[src/lirs_pkg.sv]
`default_nettype none
package lirs_pkg;

    // sample and rate register widths fixed by the stream format
    localparam int SAMPLE_W    = 16;
    localparam int RATE_W      = 16;
    localparam int RESET_RATE  = 24000;
    localparam int MAX_RESULTS = 63;

    typedef logic signed [SAMPLE_W-1:0] t_sample;
    typedef logic [RATE_W-1:0]          t_rate;

endpackage
`default_nettype wire

[src/lirs_ser_mul.sv]
`default_nettype none
// Shift-add multiplier, one multiplier bit per cycle, LSB first.
module lirs_ser_mul #(
    parameter int A_W = 16,
    parameter int B_W = 16
) (
    input  wire logic               i_clk,
    input  wire logic               i_rst_n,
    input  wire logic               i_start,
    input  wire logic [A_W-1:0]     i_a,
    input  wire logic [B_W-1:0]     i_b,
    output logic                    o_done,
    output logic [A_W+B_W-1:0]      o_prod
);

    localparam int CW = $clog2(B_W + 1);

    logic [A_W-1:0] r_a;
    logic [A_W-1:0] r_hi;
    logic [B_W-1:0] r_lo;
    logic [CW-1:0]  r_cnt;
    logic           r_busy;
    logic           r_done;
    logic [A_W:0]   sum;

    // add the multiplicand when the current multiplier bit is set
    assign sum = r_lo[0] ? ({1'b0, r_hi} + {1'b0, r_a}) : {1'b0, r_hi};

    always_ff @(posedge i_clk) begin
        if (!i_rst_n) begin
            r_busy <= 1'b0;
            r_done <= 1'b0;
            r_cnt  <= '0;
        end else begin
            r_done <= 1'b0;
            if (i_start) begin
                r_busy <= 1'b1;
                r_cnt  <= CW'(B_W);
            end else if (r_busy) begin
                r_cnt <= r_cnt - CW'(1);
                if (r_cnt == CW'(1)) begin
                    r_busy <= 1'b0;
                    r_done <= 1'b1;
                end
            end
        end
    end

    always_ff @(posedge i_clk) begin
        if (i_start) begin
            r_a  <= i_a;
            r_hi <= '0;
            r_lo <= i_b;
        end else if (r_busy) begin
            r_hi <= sum[A_W:1];
            r_lo <= {sum[0], r_lo[B_W-1:1]};
        end
    end

    assign o_done = r_done;
    assign o_prod = {r_hi, r_lo};

endmodule
`default_nettype wire

[src/lirs_ser_div.sv]
`default_nettype none
// Restoring divider by a constant, one quotient bit per cycle, MSB first.
// The numerator must stay below DIVISOR * 2**Q_W so the quotient fits Q_W bits.
module lirs_ser_div #(
    parameter int N_W     = 32,
    parameter int Q_W     = 16,
    parameter int DIVISOR = 44100
) (
    input  wire logic           i_clk,
    input  wire logic           i_rst_n,
    input  wire logic           i_start,
    input  wire logic [N_W-1:0] i_num,
    output logic                o_done,
    output logic [Q_W-1:0]      o_quot
);

    localparam int R_W = N_W - Q_W;
    localparam int CW  = $clog2(Q_W + 1);

    logic [R_W-1:0] r_rem;
    logic [Q_W-1:0] r_q;
    logic [CW-1:0]  r_cnt;
    logic           r_busy;
    logic           r_done;
    logic [R_W:0]   trial;
    logic           ge;

    // shift the next numerator bit into the partial remainder
    assign trial = {r_rem, r_q[Q_W-1]};
    assign ge    = trial >= (R_W+1)'(DIVISOR);

    always_ff @(posedge i_clk) begin
        if (!i_rst_n) begin
            r_busy <= 1'b0;
            r_done <= 1'b0;
            r_cnt  <= '0;
        end else begin
            r_done <= 1'b0;
            if (i_start) begin
                r_busy <= 1'b1;
                r_cnt  <= CW'(Q_W);
            end else if (r_busy) begin
                r_cnt <= r_cnt - CW'(1);
                if (r_cnt == CW'(1)) begin
                    r_busy <= 1'b0;
                    r_done <= 1'b1;
                end
            end
        end
    end

    always_ff @(posedge i_clk) begin
        if (i_start) begin
            r_rem <= i_num[N_W-1:Q_W];
            r_q   <= i_num[Q_W-1:0];
        end else if (r_busy) begin
            r_rem <= ge ? R_W'(trial - (R_W+1)'(DIVISOR)) : trial[R_W-1:0];
            r_q   <= {r_q[Q_W-2:0], ge};
        end
    end

    assign o_done = r_done;
    assign o_quot = r_q;

endmodule
`default_nettype wire

[src/linear_interp_resampler_unit.sv]
`default_nettype none
// Flow: a priming beat is only stored; every later input beat passes S_CHECK and then, per result,
//   the bit-serial multiplier ($clog2(OUT_RATE) steps), the bit-serial divider (16 steps) and
//   S_EMIT, where a stalled output register can hold the finished result.
// o_in_stall holds off the next input beat until all results of the current beat are emitted.
// Reset (synchronous, active low): rate 24000, previous sample 0, no primed sample,
//   phase 0, output register empty.
module linear_interp_resampler_unit #(
    parameter int OUT_RATE = 44100
) (
    input  wire logic                          i_clk,
    input  wire logic                          i_rst_n,
    // configuration: input sample rate in Hz
    input  wire logic                          i_cfg_we,
    input  wire logic [lirs_pkg::RATE_W-1:0]   i_cfg_wdata,
    // input channel
    input  wire logic                          i_in_valid,
    output logic                               o_in_stall,
    input  wire logic signed [lirs_pkg::SAMPLE_W-1:0] i_in_sample,
    // output channel
    output logic                               o_out_valid,
    input  wire logic                          i_out_stall,
    output logic signed [lirs_pkg::SAMPLE_W-1:0] o_out_sample,
    output logic                               o_run_last
);

    localparam int SW = lirs_pkg::SAMPLE_W;
    localparam int RW = lirs_pkg::RATE_W;
    // phase used in a product is below OUT_RATE
    localparam int PW = $clog2(OUT_RATE);
    // phase between beats stays below OUT_RATE + 2**RATE_W
    localparam int AW = $clog2(OUT_RATE + (1 << RW));
    localparam int MIN_RATE = (OUT_RATE + lirs_pkg::MAX_RESULTS - 1) / lirs_pkg::MAX_RESULTS;

    typedef enum logic [2:0] {
        S_IDLE,
        S_CHECK,
        S_MUL,
        S_DIV,
        S_EMIT
    } t_state;

    t_state             r_state, n_state;
    logic               r_have_prev, n_have_prev;
    lirs_pkg::t_sample  r_prev, n_prev;
    lirs_pkg::t_sample  r_cur, n_cur;
    logic [AW-1:0]      r_phase, n_phase;
    lirs_pkg::t_rate    r_rate, n_rate;
    logic               r_out_valid, n_out_valid;
    lirs_pkg::t_sample  r_out_sample, n_out_sample;
    logic               r_run_last, n_run_last;

    logic               in_fire;
    logic               emit_fire;
    logic               mul_start, mul_done;
    logic               div_start, div_done;
    logic [SW:0]        delta;
    logic [SW-1:0]      mag;
    logic [SW+PW-1:0]   prod;
    logic [SW-1:0]      quot;
    logic [SW:0]        interp;
    lirs_pkg::t_rate    rate_eff;
    logic [AW-1:0]      phase_adv;

    // Accept input only between beats; the output register decouples the far side.
    assign o_in_stall = (r_state != S_IDLE);
    assign in_fire    = i_in_valid && !o_in_stall;

    // Floor the rate so one beat never yields more than the result limit.
    assign rate_eff  = (r_rate < RW'(MIN_RATE)) ? RW'(MIN_RATE) : r_rate;
    assign phase_adv = r_phase + AW'(rate_eff);

    // Interpolate on magnitudes: truncation toward zero falls out of the unsigned divide.
    assign delta  = {r_cur[SW-1], r_cur} - {r_prev[SW-1], r_prev};
    assign mag    = delta[SW] ? SW'(-delta) : delta[SW-1:0];
    assign interp = {r_prev[SW-1], r_prev} +
                    (delta[SW] ? -{1'b0, quot} : {1'b0, quot});

    assign mul_start = (r_state == S_CHECK) && (r_phase < AW'(OUT_RATE));
    assign div_start = (r_state == S_MUL) && mul_done;
    // Hold the finished result until the output register is free.
    assign emit_fire = (r_state == S_EMIT) && (!r_out_valid || !i_out_stall);

    lirs_ser_mul #(
        .A_W (SW),
        .B_W (PW)
    ) u_mul (
        .i_clk   (i_clk),
        .i_rst_n (i_rst_n),
        .i_start (mul_start),
        .i_a     (mag),
        .i_b     (r_phase[PW-1:0]),
        .o_done  (mul_done),
        .o_prod  (prod)
    );

    lirs_ser_div #(
        .N_W     (SW + PW),
        .Q_W     (SW),
        .DIVISOR (OUT_RATE)
    ) u_div (
        .i_clk   (i_clk),
        .i_rst_n (i_rst_n),
        .i_start (div_start),
        .i_num   (prod),
        .o_done  (div_done),
        .o_quot  (quot)
    );

    always_comb begin
        n_state      = r_state;
        n_have_prev  = r_have_prev;
        n_prev       = r_prev;
        n_cur        = r_cur;
        n_phase      = r_phase;
        n_rate       = r_rate;
        n_out_valid  = r_out_valid;
        n_out_sample = r_out_sample;
        n_run_last   = r_run_last;

        if (i_cfg_we) begin
            n_rate = i_cfg_wdata;
        end

        // drop the output beat once taken
        if (r_out_valid && !i_out_stall) begin
            n_out_valid = 1'b0;
        end

        case (r_state)
            S_IDLE: begin
                if (in_fire) begin
                    if (!r_have_prev) begin
                        // priming beat: store only
                        n_prev      = i_in_sample;
                        n_have_prev = 1'b1;
                    end else begin
                        n_cur   = i_in_sample;
                        n_state = S_CHECK;
                    end
                end
            end
            S_CHECK: begin
                if (mul_start) begin
                    n_state = S_MUL;
                end else begin
                    // run over: wrap the phase and advance the sample pair
                    n_phase = r_phase - AW'(OUT_RATE);
                    n_prev  = r_cur;
                    n_state = S_IDLE;
                end
            end
            S_MUL: begin
                if (mul_done) begin
                    n_state = S_DIV;
                end
            end
            S_DIV: begin
                if (div_done) begin
                    n_state = S_EMIT;
                end
            end
            S_EMIT: begin
                if (emit_fire) begin
                    n_out_valid  = 1'b1;
                    n_out_sample = interp[SW-1:0];
                    n_run_last   = (phase_adv >= AW'(OUT_RATE));
                    n_phase      = phase_adv;
                    n_state      = S_CHECK;
                end
            end
            default: begin
                n_state = S_IDLE;
            end
        endcase
    end

    always_ff @(posedge i_clk) begin
        if (!i_rst_n) begin
            r_state      <= S_IDLE;
            r_have_prev  <= 1'b0;
            r_prev       <= '0;
            r_cur        <= '0;
            r_phase      <= '0;
            r_rate       <= RW'(lirs_pkg::RESET_RATE);
            r_out_valid  <= 1'b0;
            r_out_sample <= '0;
            r_run_last   <= 1'b0;
        end else begin
            r_state      <= n_state;
            r_have_prev  <= n_have_prev;
            r_prev       <= n_prev;
            r_cur        <= n_cur;
            r_phase      <= n_phase;
            r_rate       <= n_rate;
            r_out_valid  <= n_out_valid;
            r_out_sample <= n_out_sample;
            r_run_last   <= n_run_last;
        end
    end

    assign o_out_valid  = r_out_valid;
    assign o_out_sample = r_out_sample;
    assign o_run_last   = r_run_last;

    // Serial units report completion only in the state that waits for them.
    a_mul_done_state: assert property (@(posedge i_clk) disable iff (!i_rst_n)
        mul_done |-> (r_state == S_MUL))
        else $error("multiplier finished outside its wait state");

    a_div_done_state: assert property (@(posedge i_clk) disable iff (!i_rst_n)
        div_done |-> (r_state == S_DIV))
        else $error("divider finished outside its wait state");

    // A result is formed only from a phase inside the current input interval.
    a_emit_phase: assert property (@(posedge i_clk) disable iff (!i_rst_n)
        emit_fire |-> (r_phase < AW'(OUT_RATE)))
        else $error("result emitted with phase past the interval");

    // The interpolated value lies between the two neighboring samples.
    a_emit_between: assert property (@(posedge i_clk) disable iff (!i_rst_n)
        emit_fire |->
            (($signed(interp[SW-1:0]) >= r_prev && $signed(interp[SW-1:0]) <= r_cur) ||
             ($signed(interp[SW-1:0]) <= r_prev && $signed(interp[SW-1:0]) >= r_cur)))
        else $error("interpolated sample outside its neighbors");

    // A held output beat is never overwritten.
    a_no_overwrite: assert property (@(posedge i_clk) disable iff (!i_rst_n)
        (r_out_valid && i_out_stall) |=> (o_out_valid && $stable(o_out_sample)))
        else $error("stalled output beat overwritten");

endmodule
`default_nettype wire

[config.mk]
export PLATFORM = sky130hd
export DESIGN_NAME = linear_interp_resampler_unit
export DESIGN_NICKNAME = d
export VERILOG_FILES = /design/src/lirs_pkg.sv /design/src/lirs_ser_mul.sv /design/src/lirs_ser_div.sv /design/src/linear_interp_resampler_unit.sv
export SDC_FILE = /design/constraint.sdc
export NUM_CORES = 1
export LEC_CHECK = 0
export BUFFER_PORTS_ARGS = -buffer_cell sky130_fd_sc_hd__buf_2
export CORE_MARGIN = 10
export CORE_UTILIZATION = 55
export DETAILED_ROUTE_END_ITERATION = 10
export HOLD_SLACK_MARGIN = 0.02
export PLACE_DENSITY = 0.75
export SKIP_LAST_GASP = 1
export SYNTH_ARGS = -nofsm -noshare
export SYNTH_HDL_FRONTEND = slang
export SYNTH_HIERARCHICAL = 1
export SYNTH_SLANG_ARGS = --single-unit
[constraint.sdc]
create_clock -name i_clk -period 15.5 [get_ports i_clk]
set_input_delay 1.55 -clock i_clk [delete_from_list [all_inputs] [get_ports i_clk]]
set_output_delay 1.55 -clock i_clk [all_outputs]
set_load 0.02 [all_outputs]
After elaboration in Yosys (flattened, before gate mapping)

Cells that the tools add are included.

Register bits: 181
Latch bits: 0
Memory bits (writable): 0
Bits in read-only memories: 0
Memories kept: 0

Add/subtract/negate cells: 10
Multipliers: 0
Divide/modulo/power cells: 0
Order comparisons: 4
Eq/ne operators: 13
Shift-type cells: 0
Multiplexer cells: 40
Bitwise logic cells: 3
Reductions and logical operators: 25

Operators by type and width:

| kind                                                                                   | number |
|---|---|
| 16-bit 2-to-1 mux                                                                      | 13 |
| 17-bit 2-to-1 mux                                                                      | 3 |
| 17-bit by 16-bit greater-or-equal comparator with 1-bit output (second input constant) | 2 |
| 17-bit case mux with 2 select lines                                                    | 1 |
| 16-bit negator                                                                         | 2 |
| 16-bit case mux with 2 select lines                                                    | 1 |
| 5-bit 2-to-1 mux                                                                       | 4 |
| 16-bit by 16-bit adder with 17-bit output                                              | 1 |
| 17-bit by 16-bit adder with 17-bit output                                              | 1 |
| 17-bit by 16-bit less-than comparator with 1-bit output (second input constant)        | 1 |
| 16-bit by 16-bit subtractor with 17-bit output                                         | 1 |
| 17-bit by 16-bit subtractor with 17-bit output (second input constant)                 | 1 |
| 16-bit adder                                                                           | 1 |
| 16-bit by 10-bit less-than comparator with 1-bit output (second input constant)        | 1 |
| 16-bit subtractor (second input constant)                                              | 1 |
| 3-bit 2-to-1 mux                                                                       | 5 |
| 3-bit case mux with 5 select lines                                                     | 1 |
| 1-bit 2-to-1 mux                                                                       | 11 |
| 5-bit by 1-bit == test with 1-bit output (second input constant)                       | 2 |
| 2-bit != test (second input constant)                                                  | 5 |
| 5-bit by 1-bit subtractor with 5-bit output (second input constant)                    | 2 |
| 2-bit nonzero test                                                                     | 4 |
| 3-bit by 2-bit == test with 1-bit output (second input constant)                       | 2 |
| 3-bit AND reduction                                                                    | 2 |
| 15 further kinds                                                                       | 27 |

Longest topological paths before layout

Gate-level depths: netlist of run 1.

Depth after elaboration: 5
Mapped depth: 24

By module

Netlist of run 1, hierarchy kept.

By module, submodules not included:

| module                       | times used | cells each | area an instance (µm²) | seq. area each (µm²) |
|---|---|---|---|---|
| linear_interp_resampler_unit | 1          | 845        | 6,761.5                | 1,741.7 |
| lirs_ser_mul                 | 1          | 272        | 2,941.6                | 1,421.4 |
| lirs_ser_div                 | 1          | 208        | 2,307.2                | 1,101.1 |

Worst setup path before layout of run 1

Ideal clock, no wire load.

Kind: register to register
From: register r_prev[0]
To: register r_out_sample[14], in the netlist o_out_sample[14]
Library setup time: 120 ps
Arrival: 4,904 ps
Required time: 15,380 ps
Path slack: 10,476 ps
Cell stages (with the launch flop): 24
Buffers on the path: 2
Period minus slack after synthesis: 5,024 ps
Cell sequence: dfxtp_1 ha_1 inv_1 fa_1 a211o_1 a21boi_2 o31ai_4 a221oi_2 o2111ai_1 and2_1 clkbuf_1 buf_2 nor2_1 xor2_1 ha_1 a21o_1 a21o_1 a2111oi_0 o31a_1 o21ai_1 a21oi_1 o21bai_1 a21o_1 a211o_1

Cells in the longest elaborated chain, start to end: 3

RTL lines:

| item                                           | RTL line                            | source |
|---|---|---|
| start: declaration                             | linear_interp_resampler_unit.sv:45  | `lirs_pkg::t_sample r_prev, n_prev;` |
| start signal: assignment                       | linear_interp_resampler_unit.sv:192 | `r_prev <= n_prev;` |
| 16-bit by 16-bit subtractor with 17-bit output | linear_interp_resampler_unit.sv:74  | `assign delta = {r_cur[SW-1], r_cur} - {r_prev[SW-1], r_prev};` |
| 16-bit 2-to-1 mux                              | linear_interp_resampler_unit.sv:77  | `(delta[SW] ? -{1'b0, quot} : {1'b0, quot});` |
| 16-bit adder *                                 | linear_interp_resampler_unit.sv:76  | `assign interp = {r_prev[SW-1], r_prev} +` |
| end signal: assignment                         | linear_interp_resampler_unit.sv:197 | `r_out_sample <= n_out_sample;` |
| end: declaration                               | linear_interp_resampler_unit.sv:50  | `lirs_pkg::t_sample r_out_sample, n_out_sample;` |

Mark *: on every way between the ends. The rest lies on a longest branch, timed or not.
A chain may end at the register's enable or synchronous reset.

Worst setup path in the final report of run 1

From: register r_prev[1]
To: register r_out_sample[14], in the netlist o_out_sample[14]

The elaborated chain is that of the path after synthesis.

==> qor.yml, run 1 <==
cts:
  cts.sinks: 181
  cts_root_buffer: "clkbuf_16"
  htreeDepth: 4
  cts_tree: "built"
  clkSlewWorstSetupHoldPaths_ps: 70
  numCtsBuffers: 17
  post-cts-setup-buffers: 0
  cts_hold_buffers: 0
  clkLatencyLatePin_ps: 440
  cts-resized-gates: 0
  cts_buffer_depth: 2
setup_path:
  crit_path_end_kind: "flip-flop"
  required_ps: 15840
  critPathKind: "flip-flop to flip-flop"
  reg2reg_from: "r_prev[1]"
  critPathArrivalTime_ps: 5980
  startpoint_type: "flip-flop"
  crit_fanout: 14
  cp-startpoint: "r_prev[1]"
global_route:
  met2_usage_pct: 32.2
  grt_pass1_wl_um: 47600
  grtUsageTotal_pct: 19.9
  antenna_found_initial: 0
  grt_util_met1_pct: 26.4
  grt_max_degree: 97
  grt-ovfl-total: 0
  grt.busiest_layer: "met2"
  grt_pass1_vias: 9497
  use_met3_pct: 3.07
yosys:
  synth-async-reset-ratio_pct: 0
  syn_nets: 1438
  yosysSeqAreaShare_pct: 35.5
  ys_top_cells_by_area: "dfxtp_1 (20%), edfxtp_1 (16%), ha_1 (7.5%), nand2_1 (4.3%), xnor2_1 (3.7%)"
  synth_area_um2: 12000
  synth_top_area_share_pct: 19.5
  synth_edf_count: 64
  yosys.area.top_type: "dfxtp_1"
  yosysWarnings: 6
  synth-seq-cells: 181
  netlist_instances: 1325
  yosysUniqueCellTypes: 91
  synth-main-ff-cell: "dfxtp_1"
  syn_avg_cell_area_um2: 9.06
timing:
  slew_viol_final: 0
  holdWs_ps: 475
  fmax_mhz: 177
  rsz0062_at_grt: "false"
  tightest_slew_ps: 1140
  final.setup.tns_ps: 0
  hold_viol_final: 0
  setup_slack_ps: 9860
  clock_skew_ps: 13.8
  setup_viol_count_final: 0
  period_share_pct: 36.4
  finalCriticalPeriod_ps: 5640
  relSlewSlack_pct: 23.1
cells_and_area:
  layout_commonest_cell: "nand2_1"
  antenna_cells: 0
  stdcell_count: 1632
  utilization_pct: 60.0
  stdcell_area_um2: 13000
  drive_above_1_share_pct: 12.3
  final_cell_mix: "nand2_1 (136), dfxtp_1 (117), nor2_1 (88)"
  nNetsFinal: 1452
  syn_to_final_growth_pct: 7.99
pwr:
  leakage_nw: 5.31
  power_density_nw_per_um2: 112
  total_power_mw: 1.46
  irDropWorstVdd_v: 0.0000882
die:
  boundaryPins: 56
  dieArea_um2: 28100
  start_util_pct: 55.5
  fp.coreArea_um2: 21600
  die_h_um: 168
  fp-row-count: 54
  die_w_um: 168
placement:
  port_buffers: 55
  post_dp_cell_area_um2: 12400
  gp_congestion: 0.939
  dp_hpwl_um: 21000
  dp.cells: 1600
  dp_slack_ps: 9970
min_path:
  hp-class: "flip-flop to flip-flop"
  hold_path_startpoint: "o_out_sample[0]"
route:
  viasPerCell: 6.06
  wl_per_cell_um: 17.6
  wirelength_um: 28700
  drtIter0Drc: 604
  dr.pass1.iters: 5
  postRouteAntennaNets: 0
  dr_total_vias: 9897
  drc: 0
status:
  outcome: "completed"
run:
  cap_violations: 0
## critical path, stage by stage (launching register included)
cell and delay (ps):
dfxtp_1 440, inv_1 120, fa_1 480, a211o_1 330
a21boi_2 220, o31ai_4 130, a221oi_2 360, o2111ai_1 220
nand2_1 350, o21ai_0 240, fa_1 480, a21o_1 180
a21o_1 200, a2111oi_0 640, o31a_1 290, o21ai_1 70
a21oi_1 220, o21bai_1 120, a21o_1 190, a211o_1 240
## registers in the layout (all words and copies together), names as in the netlist
name,count
u_mul/r_cnt,5
r_phase,17
u_mul/r_a,16
u_mul/r_busy,1
r_cur,16
u_div/r_rem,16
r_have_prev,1
r_state,3
r_rate,16
u_div/r_busy,1
o_out_valid,1
u_div/o_quot,16
u_mul/r_lo,16
r_prev,16
u_mul/o_done,1
o_out_sample,16
u_div/r_cnt,5
u_mul/r_hi,16
u_div/o_done,1
o_run_last,1
## worst paths after layout
check,slack (ps),cells after the start,end
worst min register to register,480,2,o_out_sample[0]
worst max register to register,9860,19,o_out_sample[14]
worst max-delay path,9860,19,o_out_sample[14]
worst min-delay path,480,2,o_out_sample[0]
## per-layer routing
| layer | wire, um | part of all wire, % |
|---|---|---|
| met3 | 1340 | 4.7 |
| met1 | 13500 | 47 |
| met4 | 760 | 2.7 |
| met2 | 13100 | 46 |
| met5 | 0 | 0 |
## kinds of logic (layout without fill, tap and decap cells)
| logic type | Yosys count | after routing | share of synthesized area (%) |
|---|---|---|---|
| simple gates | 414 | 414 | 17.0 |
| compound gates | 379 | 379 | 22.5 |
| flops | 181 | 181 | 35.5 |
| buf+inv | 118 | 145 | 4.28 |
| xor+xnor | 83 | 83 | 6.12 |
| fa+ha+maj | 76 | 76 | 8.17 |
| mux | 74 | 74 | 6.51 |
## area by class of cell
type	instances	area, um^2
Timing Repair Buffer	63	335
Clock buffer	18	450
Tap cell	280	350
Multi-Input combinational cell	1026	7250
Fill cell	1847	8650
Sequential cell	181	4260
Inverter	50	188
Clock inverter	14	128
## cells in the mapped netlist, types with 5 or more instances
cell type,count
nand2_1,136
dfxtp_1,117
nor2_1,88
a21oi_1,77
ha_1,72
o21ai_0,67
edfxtp_1,64
xnor2_1,51
inv_1,50
clkbuf_1,47
mux2i_1,41
nor3_1,34
mux2_2,33
a21o_1,31
xor2_1,31
a21boi_0,30
and2_1,27
nor2b_1,21
o211a_1,21
a211oi_1,20
nand3_1,20
nand2b_1,14
a31oi_1,11
nand4_1,11
o21a_1,11
nor3b_1,10
a211o_1,9
and3_1,9
buf_2,9
o21bai_1,9
or3_1,9
o22ai_1,7
or2_2,7
a22oi_1,6
buf_6,6
nor4_1,6
o211ai_1,6
o31ai_1,6
nor4b_1,5
## power by group
| part | internal [mW] | switching [mW] |
|---|---|---|
| sequential | 0.531 | 0.0382 |
| clock | 0.223 | 0.210 |
| combinational | 0.196 | 0.258 |
Power figures use the tool's default switching activity.
==> run 2: changes to the inputs <==
==> constraint.sdc (replaced) <==
create_clock -name i_clk -period 5.5 [get_ports i_clk]
set_input_delay 0.55 -clock i_clk [delete_from_list [all_inputs] [get_ports i_clk]]
set_output_delay 0.55 -clock i_clk [all_outputs]
set_load 0.02 [all_outputs]
==> qor.yml, run 2 (synthesis results as in run 1) <==
status:
  outcome: "completed"
cells_and_area:
  drive_above_1_share_pct: 12.5  # +0.27 points
  multi_input_area_um2: 7260  # about the same
  antenna_cells: 0  # unchanged
  nNetsFinal: 1455  # +0.21%
  seq_area_um2: 4260  # unchanged
  utilization_pct: 60.3  # +0.28 points
  largest_reg_flops: 17  # unchanged
  fillers: 1877  # +1.6%
  syn_to_final_growth_pct: 8.50
  layout_commonest_cell: "nand2_1"
  final_cell_mix: "nand2_1 (136), dfxtp_1 (117), nor2_1 (88)"
  top_register: "r_phase"
cts:
  cts.sinks: 181  # unchanged
  numCtsBuffers: 17  # unchanged
  clkSlewWorstSetupHoldPaths_ps: 80  # about the same
  cts_tree: "built"
  htreeDepth: 4  # unchanged
  cts_hold_buffers: 0  # unchanged
  clkLatencyLatePin_ps: 440  # about the same
  cts_buffer_depth: 2  # unchanged
  cts_root_buffer: "clkbuf_16"
global_route:
  grt-ovfl-total: 0  # unchanged
  antenna_found_initial: 0  # unchanged
  grt_max_degree: 56  # -42%
  grt_pass1_vias: 9343  # -1.6%
  grt_pass1_wl_um: 47100  # -0.97%
  grtUsageTotal_pct: 19.7  # -0.16 points
setup_path:
  critPathArrivalTime_ps: 5460  # -520 ps
  critPathKind: "flip-flop to flip-flop"
  max_stage_delay_ps: 430  # -210 ps
  path_cells: "ha_1, inv_1, fa_1, a211o_1, a21boi_2, o31ai_4, a221oi_2, o2111ai_1, and2_1, nor2_1, xor2_1, ha_1, a21o_1, a21o_1, a2111oi_2, o31a_1, o21ai_1, a21oi_1, o21bai_1, a21o_1, a211o_1"
  slowest_stage: "a2111oi_2"
  required_ps: 5820  # -10020 ps
  crit_fanout: 5  # -9
  startpoint_type: "flip-flop"
  cp_common_cell: "a21o_1"
  crit_path_end_kind: "flip-flop"
placement:
  gp_congestion: 0.905  # -3.6%
  port_buffers: 55  # unchanged
  dp_hpwl_um: 21400  # +1.7%
die:
  start_util_pct: 55.5  # unchanged
  fp-row-count: 54  # unchanged
  dieArea_um2: 28100  # unchanged
  fp.coreArea_um2: 21600  # unchanged
  die_h_um: 168  # unchanged
  die_w_um: 168  # unchanged
  boundaryPins: 56  # unchanged
route:
  dr_total_vias: 9901  # +0.040%
  wirelength_um: 28700  # +0.15%
  drtIter0Drc: 724  # +20%
  wl_per_cell_um: 17.6  # about the same
  dr.pass1.iters: 6  # +1
  viasPerCell: 6.06  # -0.14%
  postRouteAntennaNets: 0  # unchanged
  drc: 0  # unchanged
timing:
  final.setup.tns_ps: 0  # unchanged
  hold_viol_final: 0  # unchanged
  tightest_slew_ps: 1090  # -57.1 ps
  relSlewSlack_pct: 27.0  # +3.8 points
  fmax_mhz: 195  # +9.8%
  period_share_pct: 93.4  # +57 points
  slew_viol_final: 0  # unchanged
  finalCriticalPeriod_ps: 5140  # -502 ps
  setup_viol_count_final: 0  # unchanged
  holdWs_ps: 320  # -155 ps
  clock_skew_ps: 10.7  # -3.08 ps
  rsz0062_at_grt: "false"
pwr:
  power_density_nw_per_um2: 318  # +180%
  total_power_mw: 4.14  # +180%
  irDropWorstVdd_v: 0.000198  # +120%
  leakage_nw: 5.34  # +0.57%
run:
  cap_violations: 0  # unchanged
min_path:
  hp-class: "primary input to flip-flop"
-- run 2: cell types whose count changed in the layout (fill, tap and decap cells not counted), sizes merged --
| cell | change |
|---|---|
| clkinv | +3 |
| inv | -4 |
| clkbuf | +2 |
| buf | +3 |
| clkinvlp | -1 |
-- run 2: layout make-up --
type                       count  share of cell area [%]
clock buffer                  20                    3.75
clock inverter                12                   0.931
inverter                      50                    1.44
multi-input combinational   1026                    55.7
sequential                   181                    32.7
tap                          280                    2.69
timing repair buffer          66                    2.75
-- run 2: per-layer routing --
metal / up-vias / global-route usage (%) / wire length, um
li1: 4899 / - / -
met1: 4658 / 26.8 / 13500
met2: 304 / 31.3 / 13100
met3: 40 / 3.56 / 1520
met4: 0 / 5.72 / 605
met5: - / 0 / 0
-- run 2: timing repair --
item	CTS	global route
endpoints found under the hold margin	0	0
resized for setup	0	2
buffers inserted	0	0
setup endpoints to repair	0	1
-- run 2: per-stage QoR --
step                      std cells  setup slack, ps  cell area (um^2)
after detailed placement       1603              257             12400
after CTS                      1635              219             13000
after floorplan                1325              476             12000
after global routing           1635             47.7             13000
after global placement         1603              351             12400
final                          1635              363             13000
-- run 2: critical path, delay by kind of cell (launching register included) --
kind	cells	cell delay (ps)
XOR/XNOR	1	170
AO/OA/AOI/OAI	14	3240
buffers and inverters	1	60
adder cells (fa/ha/maj)	3	870
flip-flops	1	360
AND/OR/NAND/NOR	2	320
-- run 2: path summary, 6_finish.rpt --
check                         from          endpoint  slack [ps]  cells past startpoint
hold / removal      i_cfg_wdata[8]         r_rate[8]         320                      3
hold reg to reg   o_out_sample[11]  o_out_sample[11]         470                      2
setup / recovery         r_prev[0]  o_out_sample[14]         360                     21
setup reg to reg         r_prev[0]  o_out_sample[14]         360                     21
-- run 2: power breakdown --
| part | switching [mW] | internal [mW] |
|---|---|---|
| Clock | 0.572 | 0.667 |
| Combinational | 0.731 | 0.560 |
| Sequential | 0.110 | 1.50 |
==> run 3: changes to the inputs <==
==> constraint.sdc (replaced) <==
create_clock -name i_clk -period 5.5 [get_ports i_clk]
set_input_delay 1.1 -clock i_clk [delete_from_list [all_inputs] [get_ports i_clk]]
set_output_delay 1.1 -clock i_clk [all_outputs]
set_load 0.02 [all_outputs]
==> qor.yml, run 3 (synthesis results as in run 1) <==
status:
  outcome: "completed"
cts:
  htreeDepth: 4  # unchanged
  post-cts-setup-buffers: 0  # unchanged
  cts_buffer_depth: 2  # unchanged
  cts_root_buffer: "clkbuf_16"
  cts_hold_buffers: 0  # unchanged
  clkLatencyLatePin_ps: 440  # about the same
  numCtsBuffers: 17  # unchanged
  cts_tree: "built"
  clkSlewWorstSetupHoldPaths_ps: 70  # about the same
  cts.sinks: 181  # unchanged
die:
  fp.coreArea_um2: 21600  # unchanged
  boundaryPins: 56  # unchanged
  fp-row-count: 54  # unchanged
  start_util_pct: 55.5  # unchanged
  die_w_um: 168  # unchanged
  dieArea_um2: 28100  # unchanged
  die_h_um: 168  # unchanged
cells_and_area:
  stdcell_count: 1634  # -0.061%
  drive_above_1_share_pct: 12.4  # -0.14 points
  stdcell_area_um2: 13000  # about the same
  largest_reg_flops: 17  # unchanged
  top_register: "r_phase"
  nNetsFinal: 1454  # -0.069%
  syn_to_final_growth_pct: 8.47  # about the same
  antenna_cells: 0  # unchanged
  layout_commonest_cell: "nand2_1"
  final_cell_mix: "nand2_1 (136), dfxtp_1 (117), nor2_1 (88)"
pwr:
  seqPwrFrac_pct: 38.9  # about the same
  total_power_mw: 4.13  # -0.30%
  intPower_mw: 2.69  # -1.2%
  switchingPower_mw: 1.44  # +1.5%
  power_density_nw_per_um2: 317  # -0.27%
  leakage_nw: 5.33  # -0.28%
  clkPwrFrac_pct: 29.4  # -0.5 points
  swShare_pct: 34.8  # +0.63 points
  irDropWorstVdd_v: 0.000235  # +19%
  combPwrFrac_pct: 31.7  # +0.5 points
setup_path:
  crit_fanout: 5  # unchanged
  crit_buf_inv: 1  # unchanged
  slowest_stage: "a2111oi_4"
  crit_family: "compound AO/OA/AOI/OAI gates"
  critPathKind: "flip-flop to flip-flop"
  critPathArrivalTime_ps: 5450  # about the same
  startpoint_type: "flip-flop"
  crit_path_end_kind: "flip-flop"
  path_cells: "ha_1, inv_1, fa_1, a211o_1, a21boi_2, o31ai_4, a221oi_4, o2111ai_1, and2_1, nor2_1, xor2_1, ha_1, a21o_1, a21o_1, a2111oi_4, o31a_1, o21ai_1, a21oi_1, o21bai_1, a21o_1, a211o_1"
  cp_common_cell: "a21o_1"
  required_ps: 5830  # about the same
  max_stage_delay_ps: 410  # -20 ps
global_route:
  grtUsageTotal_pct: 20.2  # +0.46 points
  grt_pass1_vias: 9420  # +0.82%
  grt-ovfl-total: 0  # unchanged
  antenna_found_initial: 0  # unchanged
  grt_pass1_wl_um: 48000  # +1.8%
  grt_max_degree: 56  # unchanged
run:
  cap_violations: 0  # unchanged
placement:
  gp_congestion: 0.916  # +1.3%
  dp.cells: 1602  # -0.062%
  dp_slack_ps: 131  # -126 ps
  dp_hpwl_um: 21400  # +0.16%
  post_dp_cell_area_um2: 12400  # about the same
  port_buffers: 55  # unchanged
timing:
  clock_skew_ps: 11.5  # +0.784 ps
  tightest_slew_ps: 1090  # +3.79 ps
  setup_viol_count_final: 0  # unchanged
  period_share_pct: 93.0  # -0.36 points
  relSlewSlack_pct: 27.3  # +0.30 points
  rsz0062_at_grt: "false"
  finalCriticalPeriod_ps: 5120  # -19.6 ps
  fmax_mhz: 195  # +0.38%
  setup_slack_ps: 382  # +19.6 ps
  slew_viol_final: 0  # unchanged
  final.setup.tns_ps: 0  # unchanged
  hold_viol_final: 0  # unchanged
route:
  drc: 0  # unchanged
  wl_per_cell_um: 17.8  # +1.5%
  wirelength_um: 29100  # +1.4%
  postRouteAntennaNets: 0  # unchanged
  drtIter0Drc: 742  # +2.5%
  dr.pass1.iters: 5  # -1
  dr_total_vias: 10054  # +1.5%
  viasPerCell: 6.15  # +1.6%
min_path:
  hp-class: "flip-flop to flip-flop"
## run 3: power groups by stage
stage	clock (mW)	combinational, mW	sequential (mW)
after floorplan	0	1.03	1.58
after global placement	0	1.24	1.63
after detailed placement	0	1.26	1.64
after CTS	1.23	1.28	1.60
after global routing	1.29	1.46	1.62
final	1.21	1.31	1.61
## run 3: what timing repair did
action / 4_1_cts / 5_1_grt
resized for setup: 0 / 4
endpoints found under the hold margin: 0 / 0
endpoints found under the setup margin: 0 / 2
## run 3: routing by layer
metal	track usage [%]	vias to the layer above	routed length, um
met1	27.5	4801	13300
met2	32.4	330	13700
met3	2.89	34	1530
met4	6.25	0	570
met5	0	-	0
li1	-	4889	-
## run 3: cell type report
cell class | count | area, um^2
sequential | 181 | 4260
timing repair buffer | 65 | 363
clock inverter | 13 | 124
inverter | 50 | 188
clock buffer | 19 | 454
multi-input combinational | 1026 | 7280
tap | 280 | 350
fill | 1871 | 8590
## run 3: stage by stage
stage	hold WS [ps]	utilization [%]
2_1_floorplan	448	-
5_1_grt	496	60.3
4_1_cts	473	60.1
6_report	471	60.3
3_5_place_dp	461	57.4
3_3_place_gp	457	57.4
## run 3: worst reg2reg max path, cell delays in order (launching register included)
cell and delay, ps:
dfxtp_1 380, ha_1 190, inv_1 60, fa_1 400
a211o_1 330, a21boi_2 230, o31ai_4 140, a221oi_4 310
o2111ai_1 250, and2_1 220, nor2_1 120, xor2_1 170
ha_1 290, a21o_1 190, a21o_1 230, a2111oi_4 410
o31a_1 260, o21ai_1 80, a21oi_1 220, o21bai_1 120
a21o_1 190, a211o_1 240
## run 3: final timing paths
path                                          to             from  slack (ps)  depth (start not counted)
worst min register to register   o_out_sample[4]  o_out_sample[4]         470                          2
worst max-delay path            o_out_sample[14]        r_prev[0]         380                         21
worst max register to register  o_out_sample[14]        r_prev[0]         380                         21
worst min-delay path             o_out_sample[4]  o_out_sample[4]         470                          2
